**config.mk**
```make
export PLATFORM = sky130hd
export DESIGN_NAME = tsp_ctrl
export DESIGN_NICKNAME = d
export VERILOG_FILES = /design/src/hw/rtl/assert_macros.svh /design/src/hw/rtl/tsp_pkg.sv /design/src/hw/rtl/tsp_ctrl.sv
export SDC_FILE = /design/constraint.sdc
export NUM_CORES = 1
export LEC_CHECK = 0
export ABC_AREA = 1
export BUFFER_PORTS_ARGS = -buffer_cell sky130_fd_sc_hd__buf_2
export CAP_MARGIN = 15
export CORE_UTILIZATION = 25
export CTS_CLUSTER_DIAMETER = 100
export DETAILED_ROUTE_END_ITERATION = 8
export PLACE_DENSITY = 0.49
export REMOVE_ABC_BUFFERS = 1
export SLEW_MARGIN = 20
export SYNTH_ARGS = -nofsm -noshare
export SYNTH_HDL_FRONTEND = slang
export SYNTH_SLANG_ARGS = --single-unit
```
**constraint.sdc**
```tcl
create_clock -name clk -period 3.8 [get_ports clk]
set_input_delay 0.38 -clock clk [delete_from_list [all_inputs] [get_ports clk]]
set_output_delay 0.38 -clock clk [all_outputs]
set_load 0.005 [all_outputs]
```
**src/hw/rtl/assert_macros.svh**
```systemverilog
// Assertion macros used by the propagator core
`ifndef ASSERT_MACROS_SVH
`define ASSERT_MACROS_SVH
`ifndef SYNTHESIS
`define TSP_ASSERT_NEXT(lbl, clk, rst, ante, cons) \
  lbl: assert property (@(posedge clk) disable iff (rst) (ante) |=> (cons)) \
    else $error("assertion failed");
`define TSP_ASSERT_SAME(lbl, clk, rst, ante, cons) \
  lbl: assert property (@(posedge clk) disable iff (rst) (ante) |-> (cons)) \
    else $error("assertion failed");
`else
`define TSP_ASSERT_NEXT(lbl, clk, rst, ante, cons)
`define TSP_ASSERT_SAME(lbl, clk, rst, ante, cons)
`endif
`endif

```
**src/hw/rtl/tsp_pkg.sv**
```systemverilog
// Types, constants and command codes of the sigma propagator
package tsp_pkg;

  localparam logic [6:0]  MAX_VISIBLE   = 7'd64;
  localparam logic [9:0]  MS_PER_SEC    = 10'd1000;
  localparam logic [32:0] F_ONE         = 33'h001000000;
  localparam int          DIV_T_STEPS   = 24;
  localparam int          DIV_N_STEPS   = 9;
  localparam int          SQRT_STEPS    = 16;
  localparam int          CNT_W         = 5;

  localparam logic [2:0] REG_BASE_GROWTH = 3'd0;
  localparam logic [2:0] REG_VIS_GAIN    = 3'd1;
  localparam logic [2:0] REG_KAPPA_GAIN  = 3'd2;
  localparam logic [2:0] REG_LEVEL       = 3'd3;
  localparam logic [2:0] REG_NOMINAL     = 3'd4;
  localparam logic [2:0] REG_INIT_SIGMA  = 3'd5;
  localparam logic [2:0] REG_VIS_ENABLE  = 3'd6;

  localparam logic [4:0] OP_NONE    = 5'd0;
  localparam logic [4:0] OP_LOAD    = 5'd1;
  localparam logic [4:0] OP_MSQ     = 5'd2;
  localparam logic [4:0] OP_MG2     = 5'd3;
  localparam logic [4:0] OP_MGLO    = 5'd4;
  localparam logic [4:0] OP_MGHI    = 5'd5;
  localparam logic [4:0] OP_DINIT_T = 5'd6;
  localparam logic [4:0] OP_DSTEP   = 5'd7;
  localparam logic [4:0] OP_VAR     = 5'd8;
  localparam logic [4:0] OP_SSTEP   = 5'd9;
  localparam logic [4:0] OP_SIGMA   = 5'd10;
  localparam logic [4:0] OP_MDEF    = 5'd11;
  localparam logic [4:0] OP_DINIT_N = 5'd12;
  localparam logic [4:0] OP_MKAP    = 5'd13;
  localparam logic [4:0] OP_FADD    = 5'd14;
  localparam logic [4:0] OP_MBF     = 5'd15;
  localparam logic [4:0] OP_GROW    = 5'd16;
  localparam logic [4:0] OP_MPL     = 5'd17;
  localparam logic [4:0] OP_RESULT  = 5'd18;

  typedef struct packed {
    logic [31:0] base_growth;
    logic [15:0] visibility_gain;
    logic [15:0] kappa_gain;
    logic [15:0] level_factor;
    logic [6:0]  nominal_visible;
    logic [31:0] initial_sigma;
    logic        visibility_enable;
  } cfg_t;

  typedef struct packed {
    logic [4:0] op;
  } cmd_t;

  typedef struct packed {
    logic start;
    logic enable;
    logic out_free;
  } stat_t;

endpackage

```
**src/hw/rtl/tsp_ctrl.sv**
```systemverilog
// Controller state machine sequencing the propagator datapath
module tsp_ctrl (
  input  logic          clk,
  input  logic          rst,
  input  logic          in_valid,
  output logic          in_ready,
  input  tsp_pkg::stat_t stat,
  output tsp_pkg::cmd_t  cmd
);

  localparam logic [4:0] ST_IDLE    = 5'd0;
  localparam logic [4:0] ST_MSQ     = 5'd1;
  localparam logic [4:0] ST_MG2     = 5'd2;
  localparam logic [4:0] ST_MGLO    = 5'd3;
  localparam logic [4:0] ST_MGHI    = 5'd4;
  localparam logic [4:0] ST_DINIT_T = 5'd5;
  localparam logic [4:0] ST_DSTEP_T = 5'd6;
  localparam logic [4:0] ST_VAR     = 5'd7;
  localparam logic [4:0] ST_SSTEP   = 5'd8;
  localparam logic [4:0] ST_SIGMA   = 5'd9;
  localparam logic [4:0] ST_MDEF    = 5'd10;
  localparam logic [4:0] ST_DINIT_N = 5'd11;
  localparam logic [4:0] ST_DSTEP_N = 5'd12;
  localparam logic [4:0] ST_MKAP    = 5'd13;
  localparam logic [4:0] ST_FADD    = 5'd14;
  localparam logic [4:0] ST_MBF     = 5'd15;
  localparam logic [4:0] ST_GROW    = 5'd16;
  localparam logic [4:0] ST_MPL     = 5'd17;
  localparam logic [4:0] ST_RESULT  = 5'd18;

  logic [4:0] state, state_next;
  logic [tsp_pkg::CNT_W-1:0] cnt, cnt_next;

  always_comb begin
    state_next = state;
    cnt_next   = '0;
    cmd.op     = tsp_pkg::OP_NONE;
    case (state)
      ST_IDLE: begin
        if (in_valid) begin
          cmd.op     = tsp_pkg::OP_LOAD;
          state_next = ST_MSQ;
        end
      end
      ST_MSQ: begin
        cmd.op     = tsp_pkg::OP_MSQ;
        state_next = stat.start ? ST_SIGMA : ST_MG2;
      end
      ST_MG2: begin
        cmd.op     = tsp_pkg::OP_MG2;
        state_next = ST_MGLO;
      end
      ST_MGLO: begin
        cmd.op     = tsp_pkg::OP_MGLO;
        state_next = ST_MGHI;
      end
      ST_MGHI: begin
        cmd.op     = tsp_pkg::OP_MGHI;
        state_next = ST_DINIT_T;
      end
      ST_DINIT_T: begin
        cmd.op     = tsp_pkg::OP_DINIT_T;
        state_next = ST_DSTEP_T;
      end
      ST_DSTEP_T: begin
        cmd.op = tsp_pkg::OP_DSTEP;
        if (cnt == tsp_pkg::CNT_W'(tsp_pkg::DIV_T_STEPS - 1)) begin
          state_next = ST_VAR;
        end else begin
          cnt_next = cnt + 1'b1;
        end
      end
      ST_VAR: begin
        cmd.op     = tsp_pkg::OP_VAR;
        state_next = ST_SSTEP;
      end
      ST_SSTEP: begin
        cmd.op = tsp_pkg::OP_SSTEP;
        if (cnt == tsp_pkg::CNT_W'(tsp_pkg::SQRT_STEPS - 1)) begin
          state_next = ST_SIGMA;
        end else begin
          cnt_next = cnt + 1'b1;
        end
      end
      ST_SIGMA: begin
        cmd.op     = tsp_pkg::OP_SIGMA;
        state_next = stat.enable ? ST_MDEF : ST_GROW;
      end
      ST_MDEF: begin
        cmd.op     = tsp_pkg::OP_MDEF;
        state_next = ST_DINIT_N;
      end
      ST_DINIT_N: begin
        cmd.op     = tsp_pkg::OP_DINIT_N;
        state_next = ST_DSTEP_N;
      end
      ST_DSTEP_N: begin
        cmd.op = tsp_pkg::OP_DSTEP;
        if (cnt == tsp_pkg::CNT_W'(tsp_pkg::DIV_N_STEPS - 1)) begin
          state_next = ST_MKAP;
        end else begin
          cnt_next = cnt + 1'b1;
        end
      end
      ST_MKAP: begin
        cmd.op     = tsp_pkg::OP_MKAP;
        state_next = ST_FADD;
      end
      ST_FADD: begin
        cmd.op     = tsp_pkg::OP_FADD;
        state_next = ST_MBF;
      end
      ST_MBF: begin
        cmd.op     = tsp_pkg::OP_MBF;
        state_next = ST_GROW;
      end
      ST_GROW: begin
        cmd.op     = tsp_pkg::OP_GROW;
        state_next = ST_MPL;
      end
      ST_MPL: begin
        cmd.op     = tsp_pkg::OP_MPL;
        state_next = ST_RESULT;
      end
      ST_RESULT: begin
        if (stat.out_free) begin
          cmd.op     = tsp_pkg::OP_RESULT;
          state_next = ST_IDLE;
        end
      end
      default: begin
        state_next = ST_IDLE;
      end
    endcase
  end

  assign in_ready = (state == ST_IDLE);

  always_ff @(posedge clk) begin
    if (rst) begin
      state <= ST_IDLE;
      cnt   <= '0;
    end else begin
      state <= state_next;
      cnt   <= cnt_next;
    end
  end

endmodule

```
* Word level (Yosys, flattened, before mapping)
Index checks and enable logic that the tools add are counted. Widths: inputs -> output; s select.
Word-level totals: bits of input ports 6, memory bits (writable) 0, bits in registers 10, bits in read-only memories 0, output and inout port bits 6, memories kept 0, bits in latches 0
Cells by class: bitwise logic cells 0, multipliers 0, $lt $le $gt $ge 0, add/subtract/negate cells 1, eq/ne operators 26, divide/modulo/power cells 0, reduce and logical (&&, ||, !) cells 3, mux-type cells 15, shift-type cells 0
Operators by type and width (count):
- $pmux 5 s19 | 1
- $pmux 5 s18 | 1
- $eq 5x4->1 const B | 10
- $mux 5 | 10
- $eq 5x3->1 const B | 4
- $eq 5x5->1 const B | 4
- $pmux 5 s3 | 1
- $eq 5x2->1 const B | 2
- $ne 2x2->1 const B | 5
- $add 5x1->5 const B | 1
- $eq 5x1->1 const B | 1
- $logic_not 5->1 | 1
- $reduce_and 5->1 | 1
- $mux 4 | 1
- $reduce_or 2->1 | 1
- $mux 1 | 1

* Depth between registers and ports, before layout
depth in word-level cells 3, mapped depth 12

* Worst setup path before layout
Ideal clock, no wire load.
path kind reg2out, start register state[0], end output port cmd[3] (netlist name), stages on the path, launching flop included 8, arrival 1147 ps, slack 2273 ps, data required time 3420 ps, buffers on the path 0, path through dfxtp_1 > inv_2 > nand3_1 > inv_1 > nand2_1 > nand3_1 > a21oi_1 > nand4_1
RTL lines:
- start: declaration | line tsp_ctrl.sv:31 | logic [4:0] state, state_next;
- start signal: assignment | line tsp_ctrl.sv:144 | state <= state_next;
- end: declaration | line tsp_ctrl.sv:8 | output tsp_pkg::cmd_t cmd

==> reports/metrics.csv <==
stage;metric;value;unit
route;WL final;2240;um
critical_path;CP Capture Type;output pin;
critical_path;Worst EP required;3.42;ns
clock_network;Clock Tree Root;clkbuf_8;
critical_path;FF-to-FF Start;cnt[0];
critical_path;launch point of the worst path;state[4];
clock_network;hold buffer count at cts;0;
route;wire per inst;10.3;um
finish;synth-to-layout area growth;17.5;%
route;Vias/cell;4.64;
critical_path;slowest CP cell;dfxtp_1;
yosys;post-synth cell types;22;
min_path;hold path endpoint;state[1];
placed_design;placer congestion estimate;0.859;
floorplan;Initial Util;27.0;%
timing;min Tclk post-route;2.10;ns
clock_network;CTS-repair resized insts;0;
critical_path;Reg2Reg Depth;10;
clock_network;Clock Latency Late Sink;0.24;ns
placed_design;IO Port Bufs;11;
global_routing;total gr overflow;0;
min_path;min-delay worst type;primary input to register;
route;Iteration-0 DRC Markers;68;
critical_path;crit path cell chain;inv_2, nand3_1, inv_1, nand2_1, nand3_1, a21oi_1, nand4_1, buf_2;
critical_path;CP arrival;1.72;ns
finish;Storage cell area;200;sq um
placed_design;hpwl dp;1830;um
global_routing;initial antenna violation count;0;
pwr;Final Power;0.524;mW
finish;nets;183;
finish;final design utilization;31.7;%
timing;worst setup margin;1.70;ns
floorplan;Die Ht;62.9;um
timing;Slew @ Worst Pin;0.430;ns
pwr;Max IR drop VDD;0.000173;V
floorplan;Die X;62.9;um
route;Final ANT Viol Nets;0;
clock_network;CTS tree;built;
finish;post-layout instance area;1090;sq um
timing;Slew Viols, Final;0;
timing;Final Cycle Share;55.4;%
global_routing;largest net degree at the start of global routing;14;
timing;Final Hold Viols;0;
pwr;Pleak;0.600;nW
critical_path;RR Endpoint;state[1];
min_path;min-delay src;rst;
yosys;yosys warns;0;
timing;Max Freq;475;MHz
route;DRC;0;
finish;share of layout cells above drive strength 1;18.0;%
run_status;outcome;finished clean;
timing;clk_skew;0.00396;ns
flow_run;Max-Cap Viols;0;
floorplan;Core Footprint;3440;sq um
timing;Slew HR;71.2;%
yosys;cell area after synthesis;928;sq um
yosys;Mean Syn Cell Area;5.88;sq um
placed_design;Area after DPL;1040;sq um
clock_network;clock sinks;10;
route;first drt pass iteration count;4;
critical_path;CP Launch Type;register;
critical_path;CP top delay family;flip-flops;
critical_path;slowest stage delay, CP;0.46;ns
floorplan;Total Die Area;3960;sq um
yosys;top cells by area, synth;dfxtp_1, nand2_1, inv_1;
yosys;share of the synthesized area in the top cell type;21.6;%
timing;Setup-failing EPs final;0;
yosys;Seq/Total Area, Yosys;21.6;%
global_routing;first-pass GRT wire length;3960;um
floorplan;I/O Pins;12;
route;via count;1011;
critical_path;WS Path Type;register to output pin;
critical_path;most frequent CP cell;nand3_1;
placed_design;pre-CTS setup slack;1.98;ns
pwr;PwrDens;481;nW/um^2
critical_path;reg2reg setup slack;2.23;ns
min_path;cell depth of the worst hold path;2;
clock_network;Reg clk slew, reported paths;0.05;ns
timing;setup_tns;0;ns
clock_network;TritonCTS buffer count;3;
finish;area of the multi-input gates;603;sq um
finish;FILL cells;384;
global_routing;All-Layer GR Usage;12.2;%
timing;RSZ-0062 raised after global routing;false;
floorplan;row count;21;
yosys;flops & latches, synth;10;
critical_path;Worst Path Max Fanout;13;
global_routing;vias in the first global route;951;
critical_path;Buf+Inv Stages, Crit Path;3;
finish;Inserted Diodes;0;
yosys;synthesized instance count;158;
clock_network;Post-CTS Setup Bufs;0;
clock_network;CTS HTree Levels;1;
clock_network;Bufs on Longest Clock Path;2;
yosys;Synth area leader;dfxtp_1;
cell families after synthesis:
| group | count (synthesis) | synth area share (%) |
|---|---|---|
| xor+xnor | 1 | 0.944 |
| fa+ha+maj | 4 | 5.39 |
| flops | 10 | 21.6 |
| simple gates | 96 | 50.7 |
| compound gates | 14 | 7.95 |
| buf+inv | 33 | 13.5 |
worst max-delay path by stage:
stage / end / slack [ns] / depth (start not counted)
2_1_floorplan: cmd[3] / 2.27 / 7
3_3_place_gp: cmd[3] / 1.97 / 8
3_5_place_dp: cmd[3] / 1.98 / 8
4_1_cts: cmd[3] / 1.71 / 8
5_1_grt: cmd[3] / 1.60 / 8
6_report: cmd[3] / 1.70 / 8
synthesized netlist by cell type:
master    instances
a21oi_1           9
nand3_2           2
nand4_1           5
buf_2             1
nor2_1           20
nor3_4            1
and2_2            1
nand2_1          34
a31oi_1           1
dfxtp_1          10
o211ai_1          1
inv_1            28
nand3_1          19
inv_2             4
nand2_2           1
ha_1              4
o21ai_0           3
nor3_1            5
xor2_1            1
nor2_4            3
nand3b_1          1
nor2_2            4
cells in the final DEF, fill, tap and decap left out, types with 2 or more instances in the layout:
cell type   n
buf_2      11
nand2_1    34
dfxtp_1    10
o21ai_0     3
ha_1        4
nor2_1     20
nand3_1    19
a21oi_1     9
nor2_4      3
nand3_2     2
clkbuf_8    4
nand4_1     5
nor2_2      4
inv_1      28
inv_2       4
nor3_1      5
through the flow:
| step | std cells | hold slack (ns) |
|---|---|---|
| floorplan | 157 | 0.449 |
| global placement | 214 | 0.498 |
| detailed placement | 214 | 0.503 |
| CTS | 218 | 0.452 |
| global route | 218 | 0.451 |
| finish | 218 | 0.448 |
registers in the layout (all words and copies together), names as in the netlist:
| name | flops |
|---|---|
| state | 5 |
| cnt | 5 |
where the power goes:
part	switching, mW	internal, mW
combinational	0.159	0.0910
clock	0.0441	0.0913
sequential	0.0220	0.117
worst register-to-register path, stage by stage, from the launching register on:
cell     delay, ns
dfxtp_1       0.35
ha_1          0.17
nand2_1       0.07
nor2_1        0.14
ha_1          0.16
inv_1         0.04
nand4_1       0.13
nand3_2       0.12
nor2_1        0.14
nand2_1       0.07
a21oi_1       0.10
cell type report:
| type | instances | share of cell area [%] |
|---|---|---|
| Clock buffer | 4 | 5.05 |
| Inverter | 32 | 11.0 |
| Multi-Input combinational cell | 115 | 55.3 |
| Sequential cell | 10 | 18.3 |
| Tap cell | 46 | 5.28 |
| Timing Repair Buffer | 11 | 5.05 |
metal layers:
| metal | share of wire, % | track usage (%) | vias to the layer above | routed length [um] |
|---|---|---|---|---|
| met5 | 0 | 0 | - | 0 |
| li1 | - | - | 531 | - |
| met3 | 7.2 | 2.37 | 5 | 162 |
| met1 | 48 | 16.0 | 430 | 1070 |
| met2 | 44 | 19.4 | 45 | 976 |
| met4 | 1.4 | 5.23 | 0 | 31 |
Power figures use the tool's default switching activity.
