File: config.mk
export PLATFORM = sky130hd
export DESIGN_NAME = tsp_datapath
export DESIGN_NICKNAME = d
export VERILOG_FILES = /design/src/hw/rtl/assert_macros.svh /design/src/hw/rtl/tsp_pkg.sv /design/src/hw/rtl/tsp_datapath.sv
export SDC_FILE = /design/constraint.sdc
export NUM_CORES = 2
export LEC_CHECK = 0
export ABC_AREA = 1
export ABC_CLOCK_PERIOD_IN_PS = 18000
export BUFFER_PORTS_ARGS = -buffer_cell sky130_fd_sc_hd__buf_2
export CORE_ASPECT_RATIO = 2
export CORE_UTILIZATION = 38
export CTS_CLUSTER_DIAMETER = 80
export DETAILED_ROUTE_END_ITERATION = 16
export HOLD_SLACK_MARGIN = 0.08
export SLEW_MARGIN = 20
export SYNTH_ARGS = -nofsm -noshare
export SYNTH_HDL_FRONTEND = slang
export SYNTH_SLANG_ARGS = --single-unit
File: constraint.sdc
create_clock -name clk -period 18 [get_ports clk]
set_input_delay 3.6 -clock clk [delete_from_list [all_inputs] [get_ports clk]]
set_output_delay 3.6 -clock clk [all_outputs]
set_load 0.05 [all_outputs]
File: src/hw/rtl/assert_macros.svh
// Assertion macros used by the propagator core
`ifndef ASSERT_MACROS_SVH
`define ASSERT_MACROS_SVH
`ifndef SYNTHESIS
`define TSP_ASSERT_NEXT(lbl, clk, rst, ante, cons) \
  lbl: assert property (@(posedge clk) disable iff (rst) (ante) |=> (cons)) \
    else $error("assertion failed");
`define TSP_ASSERT_SAME(lbl, clk, rst, ante, cons) \
  lbl: assert property (@(posedge clk) disable iff (rst) (ante) |-> (cons)) \
    else $error("assertion failed");
`else
`define TSP_ASSERT_NEXT(lbl, clk, rst, ante, cons)
`define TSP_ASSERT_SAME(lbl, clk, rst, ante, cons)
`endif
`endif

File: src/hw/rtl/tsp_pkg.sv
// Types, constants and command codes of the sigma propagator
package tsp_pkg;

  localparam logic [6:0]  MAX_VISIBLE   = 7'd64;
  localparam logic [9:0]  MS_PER_SEC    = 10'd1000;
  localparam logic [32:0] F_ONE         = 33'h001000000;
  localparam int          DIV_T_STEPS   = 24;
  localparam int          DIV_N_STEPS   = 9;
  localparam int          SQRT_STEPS    = 16;
  localparam int          CNT_W         = 5;

  localparam logic [2:0] REG_BASE_GROWTH = 3'd0;
  localparam logic [2:0] REG_VIS_GAIN    = 3'd1;
  localparam logic [2:0] REG_KAPPA_GAIN  = 3'd2;
  localparam logic [2:0] REG_LEVEL       = 3'd3;
  localparam logic [2:0] REG_NOMINAL     = 3'd4;
  localparam logic [2:0] REG_INIT_SIGMA  = 3'd5;
  localparam logic [2:0] REG_VIS_ENABLE  = 3'd6;

  localparam logic [4:0] OP_NONE    = 5'd0;
  localparam logic [4:0] OP_LOAD    = 5'd1;
  localparam logic [4:0] OP_MSQ     = 5'd2;
  localparam logic [4:0] OP_MG2     = 5'd3;
  localparam logic [4:0] OP_MGLO    = 5'd4;
  localparam logic [4:0] OP_MGHI    = 5'd5;
  localparam logic [4:0] OP_DINIT_T = 5'd6;
  localparam logic [4:0] OP_DSTEP   = 5'd7;
  localparam logic [4:0] OP_VAR     = 5'd8;
  localparam logic [4:0] OP_SSTEP   = 5'd9;
  localparam logic [4:0] OP_SIGMA   = 5'd10;
  localparam logic [4:0] OP_MDEF    = 5'd11;
  localparam logic [4:0] OP_DINIT_N = 5'd12;
  localparam logic [4:0] OP_MKAP    = 5'd13;
  localparam logic [4:0] OP_FADD    = 5'd14;
  localparam logic [4:0] OP_MBF     = 5'd15;
  localparam logic [4:0] OP_GROW    = 5'd16;
  localparam logic [4:0] OP_MPL     = 5'd17;
  localparam logic [4:0] OP_RESULT  = 5'd18;

  typedef struct packed {
    logic [31:0] base_growth;
    logic [15:0] visibility_gain;
    logic [15:0] kappa_gain;
    logic [15:0] level_factor;
    logic [6:0]  nominal_visible;
    logic [31:0] initial_sigma;
    logic        visibility_enable;
  } cfg_t;

  typedef struct packed {
    logic [4:0] op;
  } cmd_t;

  typedef struct packed {
    logic start;
    logic enable;
    logic out_free;
  } stat_t;

endpackage

File: src/hw/rtl/tsp_datapath.sv
// Datapath: shared multiplier, divider, square root and propagation state
module tsp_datapath (
  input  logic           clk,
  input  logic           rst,
  input  tsp_pkg::cfg_t  cfg,
  input  tsp_pkg::cmd_t  cmd,
  output tsp_pkg::stat_t stat,
  input  logic           in_start,
  input  logic [31:0]    in_stamp,
  input  logic [6:0]     in_vis,
  input  logic [15:0]    in_kappa,
  output logic           out_valid,
  input  logic           out_ready,
  output logic [31:0]    out_sigma,
  output logic [31:0]    out_level
);

  logic [31:0] sigma_reg, prev_stamp, prev_growth;
  logic        start_q, back;
  logic [31:0] stamp_q, delta;
  logic [6:0]  vis_q;
  logic [15:0] kappa_q;
  logic [63:0] p, s2, acc, sq_val;
  logic [31:0] g2hi, root, sigma, growth;
  logic [95:0] dq;
  logic [9:0]  dr, dd;
  logic [32:0] sq_rem;
  logic [32:0] fsum;

  logic [31:0] mul_a, mul_b;
  logic [63:0] mul_p;

  always_comb begin
    mul_a = sigma_reg;
    mul_b = sigma_reg;
    case (cmd.op)
      tsp_pkg::OP_MG2: begin
        mul_a = prev_growth;
        mul_b = prev_growth;
      end
      tsp_pkg::OP_MGLO: begin
        mul_a = p[31:0];
        mul_b = delta;
      end
      tsp_pkg::OP_MGHI: begin
        mul_a = g2hi;
        mul_b = delta;
      end
      tsp_pkg::OP_MDEF: begin
        mul_a = {16'b0, cfg.visibility_gain};
        mul_b = {25'b0, def_use};
      end
      tsp_pkg::OP_MKAP: begin
        mul_a = {16'b0, cfg.kappa_gain};
        mul_b = {16'b0, kappa_q};
      end
      tsp_pkg::OP_MBF: begin
        mul_a = cfg.base_growth;
        mul_b = fsum[31:0];
      end
      tsp_pkg::OP_MPL: begin
        mul_a = {16'b0, cfg.level_factor};
        mul_b = sigma;
      end
      default: begin
        mul_a = sigma_reg;
        mul_b = sigma_reg;
      end
    endcase
  end

  assign mul_p = mul_a * mul_b;

  // visibility deficit
  logic [6:0] nom_s, vis_s, def_use;
  logic       def_ok;
  assign nom_s   = (cfg.nominal_visible > tsp_pkg::MAX_VISIBLE) ?
                   tsp_pkg::MAX_VISIBLE : cfg.nominal_visible;
  assign vis_s   = (vis_q > tsp_pkg::MAX_VISIBLE) ? tsp_pkg::MAX_VISIBLE : vis_q;
  assign def_ok  = (nom_s != 7'd0) && (vis_s < nom_s);
  assign def_use = def_ok ? (nom_s - vis_s) : 7'd0;

  // restoring divider, four quotient bits per step
  logic [95:0] dq_next;
  logic [9:0]  dr_next;
  always_comb begin
    logic [10:0] r_ext;
    dq_next = dq;
    dr_next = dr;
    for (int i = 0; i < 4; i++) begin
      r_ext   = {dr_next, dq_next[95]};
      dq_next = {dq_next[94:0], 1'b0};
      if (r_ext >= {1'b0, dd}) begin
        r_ext      = r_ext - {1'b0, dd};
        dq_next[0] = 1'b1;
      end
      dr_next = r_ext[9:0];
    end
  end

  // square root, two result bits per step
  logic [63:0] sq_val_next;
  logic [32:0] sq_rem_next;
  logic [31:0] root_next;
  always_comb begin
    logic [34:0] rem_s, trial;
    sq_val_next = sq_val;
    sq_rem_next = sq_rem;
    root_next   = root;
    for (int i = 0; i < 2; i++) begin
      rem_s       = {sq_rem_next, sq_val_next[63:62]};
      sq_val_next = {sq_val_next[61:0], 2'b00};
      trial       = {1'b0, root_next, 2'b01};
      if (rem_s >= trial) begin
        rem_s     = rem_s - trial;
        root_next = {root_next[30:0], 1'b1};
      end else begin
        root_next = {root_next[30:0], 1'b0};
      end
      sq_rem_next = rem_s[32:0];
    end
  end

  // variance from held sigma and growth term
  logic [63:0] t_sat, variance;
  logic [64:0] vsum;
  assign t_sat    = (dq[95:64] != 32'd0) ? '1 : dq[63:0];
  assign vsum     = {1'b0, s2} + {1'b0, t_sat};
  assign variance = back ? ((t_sat >= s2) ? 64'd0 : (s2 - t_sat)) :
                    (vsum[64] ? '1 : vsum[63:0]);

  // growth for the next interval
  logic [64:0] gsum;
  logic [40:0] gshift;
  logic [31:0] growth_calc;
  assign gsum        = {1'b0, p} + (fsum[32] ? {1'b0, cfg.base_growth, 32'b0} : 65'd0);
  assign gshift      = gsum[64:24];
  assign growth_calc = !cfg.visibility_enable ? cfg.base_growth :
                       ((gshift[40:32] != 9'd0) ? '1 : gshift[31:0]);

  logic [27:0] def_term;
  assign def_term = def_ok ? dq[27:0] : 28'd0;

  always_ff @(posedge clk) begin
    if (rst) begin
      sigma_reg   <= '0;
      prev_stamp  <= '0;
      prev_growth <= '0;
      out_valid   <= 1'b0;
    end else begin
      if (out_valid && out_ready) begin
        out_valid <= 1'b0;
      end
      if (cmd.op == tsp_pkg::OP_RESULT) begin
        out_valid   <= 1'b1;
        sigma_reg   <= sigma;
        prev_stamp  <= stamp_q;
        prev_growth <= growth;
      end
    end
  end

  always_ff @(posedge clk) begin
    case (cmd.op)
      tsp_pkg::OP_LOAD: begin
        start_q <= in_start;
        stamp_q <= in_stamp;
        vis_q   <= in_vis;
        kappa_q <= in_kappa;
        back    <= (in_stamp < prev_stamp);
        delta   <= (in_stamp < prev_stamp) ? (prev_stamp - in_stamp) :
                   (in_stamp - prev_stamp);
      end
      tsp_pkg::OP_MSQ: begin
        p <= mul_p;
      end
      tsp_pkg::OP_MG2: begin
        s2 <= p;
        p  <= mul_p;
      end
      tsp_pkg::OP_MGLO: begin
        g2hi <= p[63:32];
        p    <= mul_p;
      end
      tsp_pkg::OP_MGHI: begin
        acc <= p;
        p   <= mul_p;
      end
      tsp_pkg::OP_DINIT_T: begin
        dq <= {32'b0, acc} + {p, 32'b0};
        dr <= '0;
        dd <= tsp_pkg::MS_PER_SEC;
      end
      tsp_pkg::OP_DSTEP: begin
        dq <= dq_next;
        dr <= dr_next;
      end
      tsp_pkg::OP_VAR: begin
        sq_val <= variance;
        sq_rem <= '0;
        root   <= '0;
      end
      tsp_pkg::OP_SSTEP: begin
        sq_val <= sq_val_next;
        sq_rem <= sq_rem_next;
        root   <= root_next;
      end
      tsp_pkg::OP_SIGMA: begin
        sigma <= start_q ? cfg.initial_sigma : root;
      end
      tsp_pkg::OP_MDEF: begin
        p <= mul_p;
      end
      tsp_pkg::OP_DINIT_N: begin
        dq <= {2'b0, p[21:0], 12'b0, 60'b0};
        dr <= '0;
        dd <= {3'b0, nom_s};
      end
      tsp_pkg::OP_MKAP: begin
        fsum <= tsp_pkg::F_ONE + {5'b0, def_term};
        p    <= mul_p;
      end
      tsp_pkg::OP_FADD: begin
        fsum <= fsum + {1'b0, p[31:0]};
      end
      tsp_pkg::OP_MBF: begin
        p <= mul_p;
      end
      tsp_pkg::OP_GROW: begin
        growth <= growth_calc;
      end
      tsp_pkg::OP_MPL: begin
        p <= mul_p;
      end
      tsp_pkg::OP_RESULT: begin
        out_sigma <= sigma;
        out_level <= (p[47:40] != 8'd0) ? '1 : p[39:8];
      end
      default: begin
      end
    endcase
  end

  assign stat.start    = start_q;
  assign stat.enable   = cfg.visibility_enable;
  assign stat.out_free = !out_valid || out_ready;

endmodule
# == Word-level counts from Yosys, hierarchy flattened ==
# Index checks and enable logic that the tools add are counted.
# Widths: inputs -> output; s select.
# totals
register_bits,816
in_bits,184
out_inout_bits,68
word_cells,123
# op_classes
n_addsub,15
n_mul,1
order_cmp,11
n_eq_ne,18
mux,36
reduce_logical,17
# op_table
operator,count
$mux 64,5
$pmux 96 s3,1
$pmux 32 s7,1
$pmux 32 s6,1
$pmux 33 s2,2
$add 64x64->65,2
$mux 32,4
$pmux 64 s2,1
$add 64x96->96,1
$ge 35x34->1,2
$mux 33,2
$sub 33x33->33,2
$ge 64x64->1,1
$mul 32x32->64,1
$pmux 32 s2,1
$sub 32x32->32,2
$sub 64x64->64,1
$ge 11x10->1,4
$eq 5x4->1 const B,8
$mux 10,4
$pmux 10 s2,2
$sub 10x10->10,4
$add 33x32->33,1
$lt 32x32->1,1
other kinds (22),44

# == Depth between registers and ports, before layout ==
# depth
word_depth,9
depth_mapped,56
ltp_nobuf,52

# == Worst setup path before layout ==
# No wires, ideal clock.
# synth_path
path_type,input port to flip-flop
startpoint,input port cmd[2] in the netlist's numbering
endpoint,register p[55] (data pin)
setup_time_ns,0.252
arrival_ns,13.001
required_time_ns,17.748
slack_ns,4.746
cell_stages,40
path_buffers,2
cell_sequence,inv_1 -> nor2_1 -> inv_2 -> nor3_2 -> clkbuf_1 -> a221oi_1 -> nand3_1 -> nand2_2 -> inv_1 -> buf_2 -> nand2_1 -> fa_1 -> inv_1 -> fa_1 -> inv_1 -> fa_1 -> fa_1 -> inv_1 -> (+4 left out) -> fa_1 -> inv_1 -> fa_1 -> inv_1 -> ha_1 -> a21oi_1 -> o21ai_0 -> a21oi_1 -> a21boi_0 -> nand2_1 -> a21oi_1 -> o21ai_0 -> a21oi_1 -> o21bai_1 -> nand2_1 -> nand2_1 -> nand2_1 -> nand2_1
# synth_via
elab_chain_cells,4
word_cells_on_any_way,11
cone_classes,mul (1); eq/ne (7); mux (2); reduce/logical (1)
# synth_lines
item,line_no,text
from (decl),tsp_datapath.sv:6,"input tsp_pkg::cmd_t cmd,"
$eq 5x3->1,tsp_datapath.sv:36,case (cmd.op)
$reduce_or 2->1 (no line),n/a,
$pmux 32 s6,tsp_datapath.sv:36,
$mul 32x32->64 *,tsp_datapath.sv:72,assign mul_p = mul_a * mul_b;
named net mul_p[55],tsp_datapath.sv:31,logic [63:0] mul_p;
to (signal assigned),tsp_datapath.sv:175,p <= mul_p;
to (signal assigned),tsp_datapath.sv:179,p <= mul_p;
to (signal assigned),tsp_datapath.sv:183,p <= mul_p;
to (decl),tsp_datapath.sv:23,"logic [63:0] p, s2, acc, sq_val;"
# The timed path passes the listed nets; every way through them passes the cells marked *.
# A chain may end at the register's enable or synchronous reset.

# == Worst setup path after layout ==
# layout_path
startpoint,input port cmd[0] in the netlist's numbering
endpoint,register p[48] (data pin)
# The elaborated chain is that of the path after synthesis.

==> flow_results.org <==
** Logic synthesis
- Number of distinct library cell variants in the gate-level netlist after synthesis :: 81
- Of the synthesized area, sequential elements account for 0.257.
- Synthesized net count :: 13200
- After synthesis the netlist holds a flip-flop and latch count of 814.
- A synthesized cell averages 7.95 sq um.
- In the synthesized netlist the dominant register cell turns out to be sky130_fd_sc_hd__edfxtp_1.
- Post-Syn Instances :: 11500
- For this run, the number of Yosys warnings is 0.
- The synthesized design contains 717 enable-type register cells.
- For this run, asynchronously set or reset flops after synthesis account for 0.
- The mapped netlist covers 0.0913 sq mm.

** Pwr
- Power per cell area :: 109 mW/mm^2
- Largest voltage drop on the vdd net :: 243 uV
- P_leak :: 43.7 nW

** Final layout
- dq holds more flip-flops than any other register.
- Share of the core filled with cells :: 0.416
- The final layout contains 13400 nets.
- Relative to the synthesized area, the layout overhead comes to 9.04%.
- Proportion of layout cells with a drive suffix above 1 :: 0.0709
- Final cell count without fillers :: 15000
- The register with the most flip-flops in the layout has 96 of them.

** Status
- The run finished with clean final reports.

** Drt
- DR vias/cell :: 5.66
- Via count :: 84800
- Total wire length :: 460000 um
- After the first detailed-routing iteration, the DRC count stood at 7354.
- Count of unresolved DRC violations after routing :: 0
- Once detail routing completed, the nets flagged for antenna violations numbered 0.
- The first detailed-routing pass ran for 8 iterations.
- Routed WL per cell :: 30.8 um

** Min path
- For hold timing, the worst endpoint is prev_growth[24].
- Start point of the worst min-delay path :: prev_growth[24]
- Counting instances, the worst hold path has a depth of 2.
- Worst Hold Class :: reg -> reg

** STA
- The worst pin sits at a relative slew slack of 0.140.
- Hold timing on the final database bottoms out at a slack of 0.463 ns.
- At the pin with the least slew margin, the transition time is 1.29 ns.
- Crit path time final :: 14.45 ns
- Achievable frequency :: 69.2 MHz
- Period utilization :: 0.803
- Hold violation count in the final report :: 0
- Total negative setup slack :: 0 ns
- Count of final setup violators :: 0
- Setup repair after global routing left no endpoint under its margin.
- Across the routed clock network, the largest skew measured is 0.0539 ns.
- Number of max-slew violations in the final report :: 0

** Global routing
- The number of antenna violations at the first check in global routing is 49.
- Sum of overflow across all layers after global routing :: 0
- Met1 Track Usage GR :: 0.341
- The via count of the first global-routing pass came to 88000.
- Layer carrying the most global-route usage :: met2
- Entering global routing, the biggest net connects 85 pins.
- Total routing resource utilization after global routing :: 0.377
- Met2 capacity usage during global routing :: 0.663
- The first global-routing pass estimated 636000 um of wire.
- For met3 alone, demand over resource in global routing was 0.0723.

** Setup path
- Flop2flop setup slack :: 6.11 ns
- Critical path data arrival time :: 14.89 ns
- On the critical path, the stage with the largest delay is an instance of sky130_fd_sc_hd__o211ai_1.
- WP data required :: 18.45 ns
- Critical path endpoint category :: flip-flop
- CP startpoint kind :: primary input
- Path type of the worst setup path :: in -> reg
- Number of cells traversed by the worst register-to-register path :: 39
- Of all nets on the critical path, the largest fanout is 59.
- The largest single stage delay on the critical path is 0.69 ns.
- R2r endpoint :: p[45]
- In this run the critical register-to-register path is launched from vis_q[4].

** Clock network
- In this run the post-CTS setup repair buffer count came out at 0.
- After clock tree synthesis, the clock-pin slew on the worst setup and hold paths is 0.07 ns.
- The number of clock buffers added by TritonCTS is 84.
- Post-cts hold buffer count :: 0
- Counting along the longest clock path gives a buffer depth of 3.
- Cell chosen for the clock root :: sky130_fd_sc_hd__clkbuf_16
- Number of sinks on the clock net :: 814
- Max H-tree Level :: 3
- Post-CTS sizing :: 0
- TritonCTS clock tree :: yes
- Clock latency on the worst-skew pair, taken at its later pin, is 0.74 ns.

** Floorplan
- Std-Cell Core Area :: 0.239 sq mm
- The die is 349 um wide.
- Vertical extent of the die :: 695 um
- For this configuration, the core starts out at a cell density of 0.382.
- In this run the count of I/O pins placed on the die edge is 252.
- Total number of placement rows :: 254
- The die covers 0.242 sq mm.

** Placement
- Final Wtd Congestion :: 1.11
- In this run the tool buffered the top-level ports with 251 buffer cells.
- Half-perimeter wire length after detailed placement :: 379000 um
- In this run, placement finished with an instance count of 14800.

** Flow run
- Number of max-cap violations :: 0
cells by family (layout without fill, tap and decap cells):
family / after synthesis / after routing / share of synthesized area
simple gates: 4346 / 4346 / 0.194
buf+inv: 2539 / 2790 / 0.108
compound gates: 1909 / 1909 / 0.121
fa+ha+maj: 1574 / 1574 / 0.291
flops: 814 / 814 / 0.257
xor+xnor: 288 / 288 / 0.0277
mux: 13 / 13 / 0.00143
other cells: 0 / 33 / 0
critical path, delay by kind of cell:
family | cells | cell delay [ns]
XOR/XNOR | 1 | 0.12
adder cells (fa/ha/maj) | 9 | 4.60
AO/OA/AOI/OAI | 6 | 1.73
buffers and inverters | 13 | 2.64
AND/OR/NAND/NOR | 9 | 2.00
metrics by stage:
step,setup WS [ns],total power [W],cell area (sq um)
6_report,3.55,0.0108,99500
3_3_place_gp,3.16,0.00876,96600
2_1_floorplan,4.75,0.00661,91300
3_5_place_dp,3.18,0.00879,96600
4_1_cts,3.87,0.0107,99400
5_1_grt,3.28,0.0114,99400
cell usage after synthesis, types with 20 or more instances:
library cell,n,share of area
sky130_fd_sc_hd__a22o_1,20,0.0019
sky130_fd_sc_hd__o21ai_1,43,0.0024
sky130_fd_sc_hd__nand4_1,56,0.0038
sky130_fd_sc_hd__nand2_2,41,0.0028
sky130_fd_sc_hd__clkbuf_1,138,0.0057
sky130_fd_sc_hd__inv_1,2111,0.087
sky130_fd_sc_hd__a21boi_0,23,0.0019
sky130_fd_sc_hd__o21ai_2,23,0.0022
sky130_fd_sc_hd__nand3_1,315,0.017
sky130_fd_sc_hd__o21bai_1,53,0.0044
sky130_fd_sc_hd__or2_2,44,0.0030
sky130_fd_sc_hd__xor2_1,192,0.018
sky130_fd_sc_hd__fa_1,908,0.20
sky130_fd_sc_hd__dfxtp_1,97,0.021
sky130_fd_sc_hd__inv_2,43,0.0018
sky130_fd_sc_hd__o31ai_1,24,0.0020
sky130_fd_sc_hd__o211ai_1,39,0.0032
sky130_fd_sc_hd__xnor2_1,95,0.0091
sky130_fd_sc_hd__nor2_1,1231,0.051
sky130_fd_sc_hd__o21a_1,34,0.0028
sky130_fd_sc_hd__ha_1,666,0.091
sky130_fd_sc_hd__nor4_1,40,0.0027
sky130_fd_sc_hd__edfxtp_1,717,0.24
sky130_fd_sc_hd__o21ai_0,540,0.030
sky130_fd_sc_hd__nand2_1,2466,0.10
sky130_fd_sc_hd__a211oi_1,55,0.0045
sky130_fd_sc_hd__a21o_1,37,0.0030
sky130_fd_sc_hd__a31oi_1,113,0.0077
sky130_fd_sc_hd__a21oi_1,772,0.042
sky130_fd_sc_hd__buf_2,200,0.011
sky130_fd_sc_hd__nor3_1,87,0.0048
sky130_fd_sc_hd__a221oi_1,65,0.0062
placed cells by master, fill, tap and decap left out, drive strengths merged, types with 34 or more instances in the layout:
master,netlist,routed
clkbuf,139,107
a31oi,113,113
buf,238,472
a221oi,65,65
a21o,37,37
a211oi,56,56
o21a,34,34
nor4,42,42
or2,49,49
inv,2155,2163
o21ai,606,606
xnor2,95,95
nand3,325,325
ha,666,666
dfxtp,97,97
nand2,2509,2509
o21bai,53,53
xor2,193,193
nor3,92,92
fa,908,908
a21oi,777,777
nand4,58,58
o211ai,40,40
edfxtp,717,717
clkinv,7,35
nor2,1247,1247
per-layer routing:
metal / vias to the layer above / part of all wire
li1: 37000 / -
met1: 41300 / 0.30
met2: 4448 / 0.50
met4: 24 / 0.14
met3: 2004 / 0.070
met5: - / 0.00039
final cells by class:
cell class,count,area (sq um)
diodes,33,82.6
clock buffers,106,2270
clock inverters,49,533
fillers,25100,139000
inverters,2162,8120
multi-input cells,8130,58100
flip-flops and latches,814,23500
well taps,3200,4000
repair buffers,473,2930
worst max path at each step:
stage / startpoint / end / slack (ns) / depth (start not counted)
finish: cmd[0] / p[48] / 3.55 / 38
global placement: cmd[0] / p[45] / 3.16 / 41
CTS: cmd[0] / p[45] / 3.87 / 41
floorplan: cmd[2] / p[55] / 4.75 / 40
global route: cmd[0] / p[41] / 3.28 / 41
detailed placement: cmd[0] / p[45] / 3.18 / 41
power by group:
group,leakage (nW),switching (W),internal (W),total [W]
Combinational,35.1,0.00442,0.00205,0.00647
Clock,1.36,0.000875,0.00102,0.00190
Sequential,7.24,0.0000910,0.00236,0.00246
(Power assumes the default switching activity.)
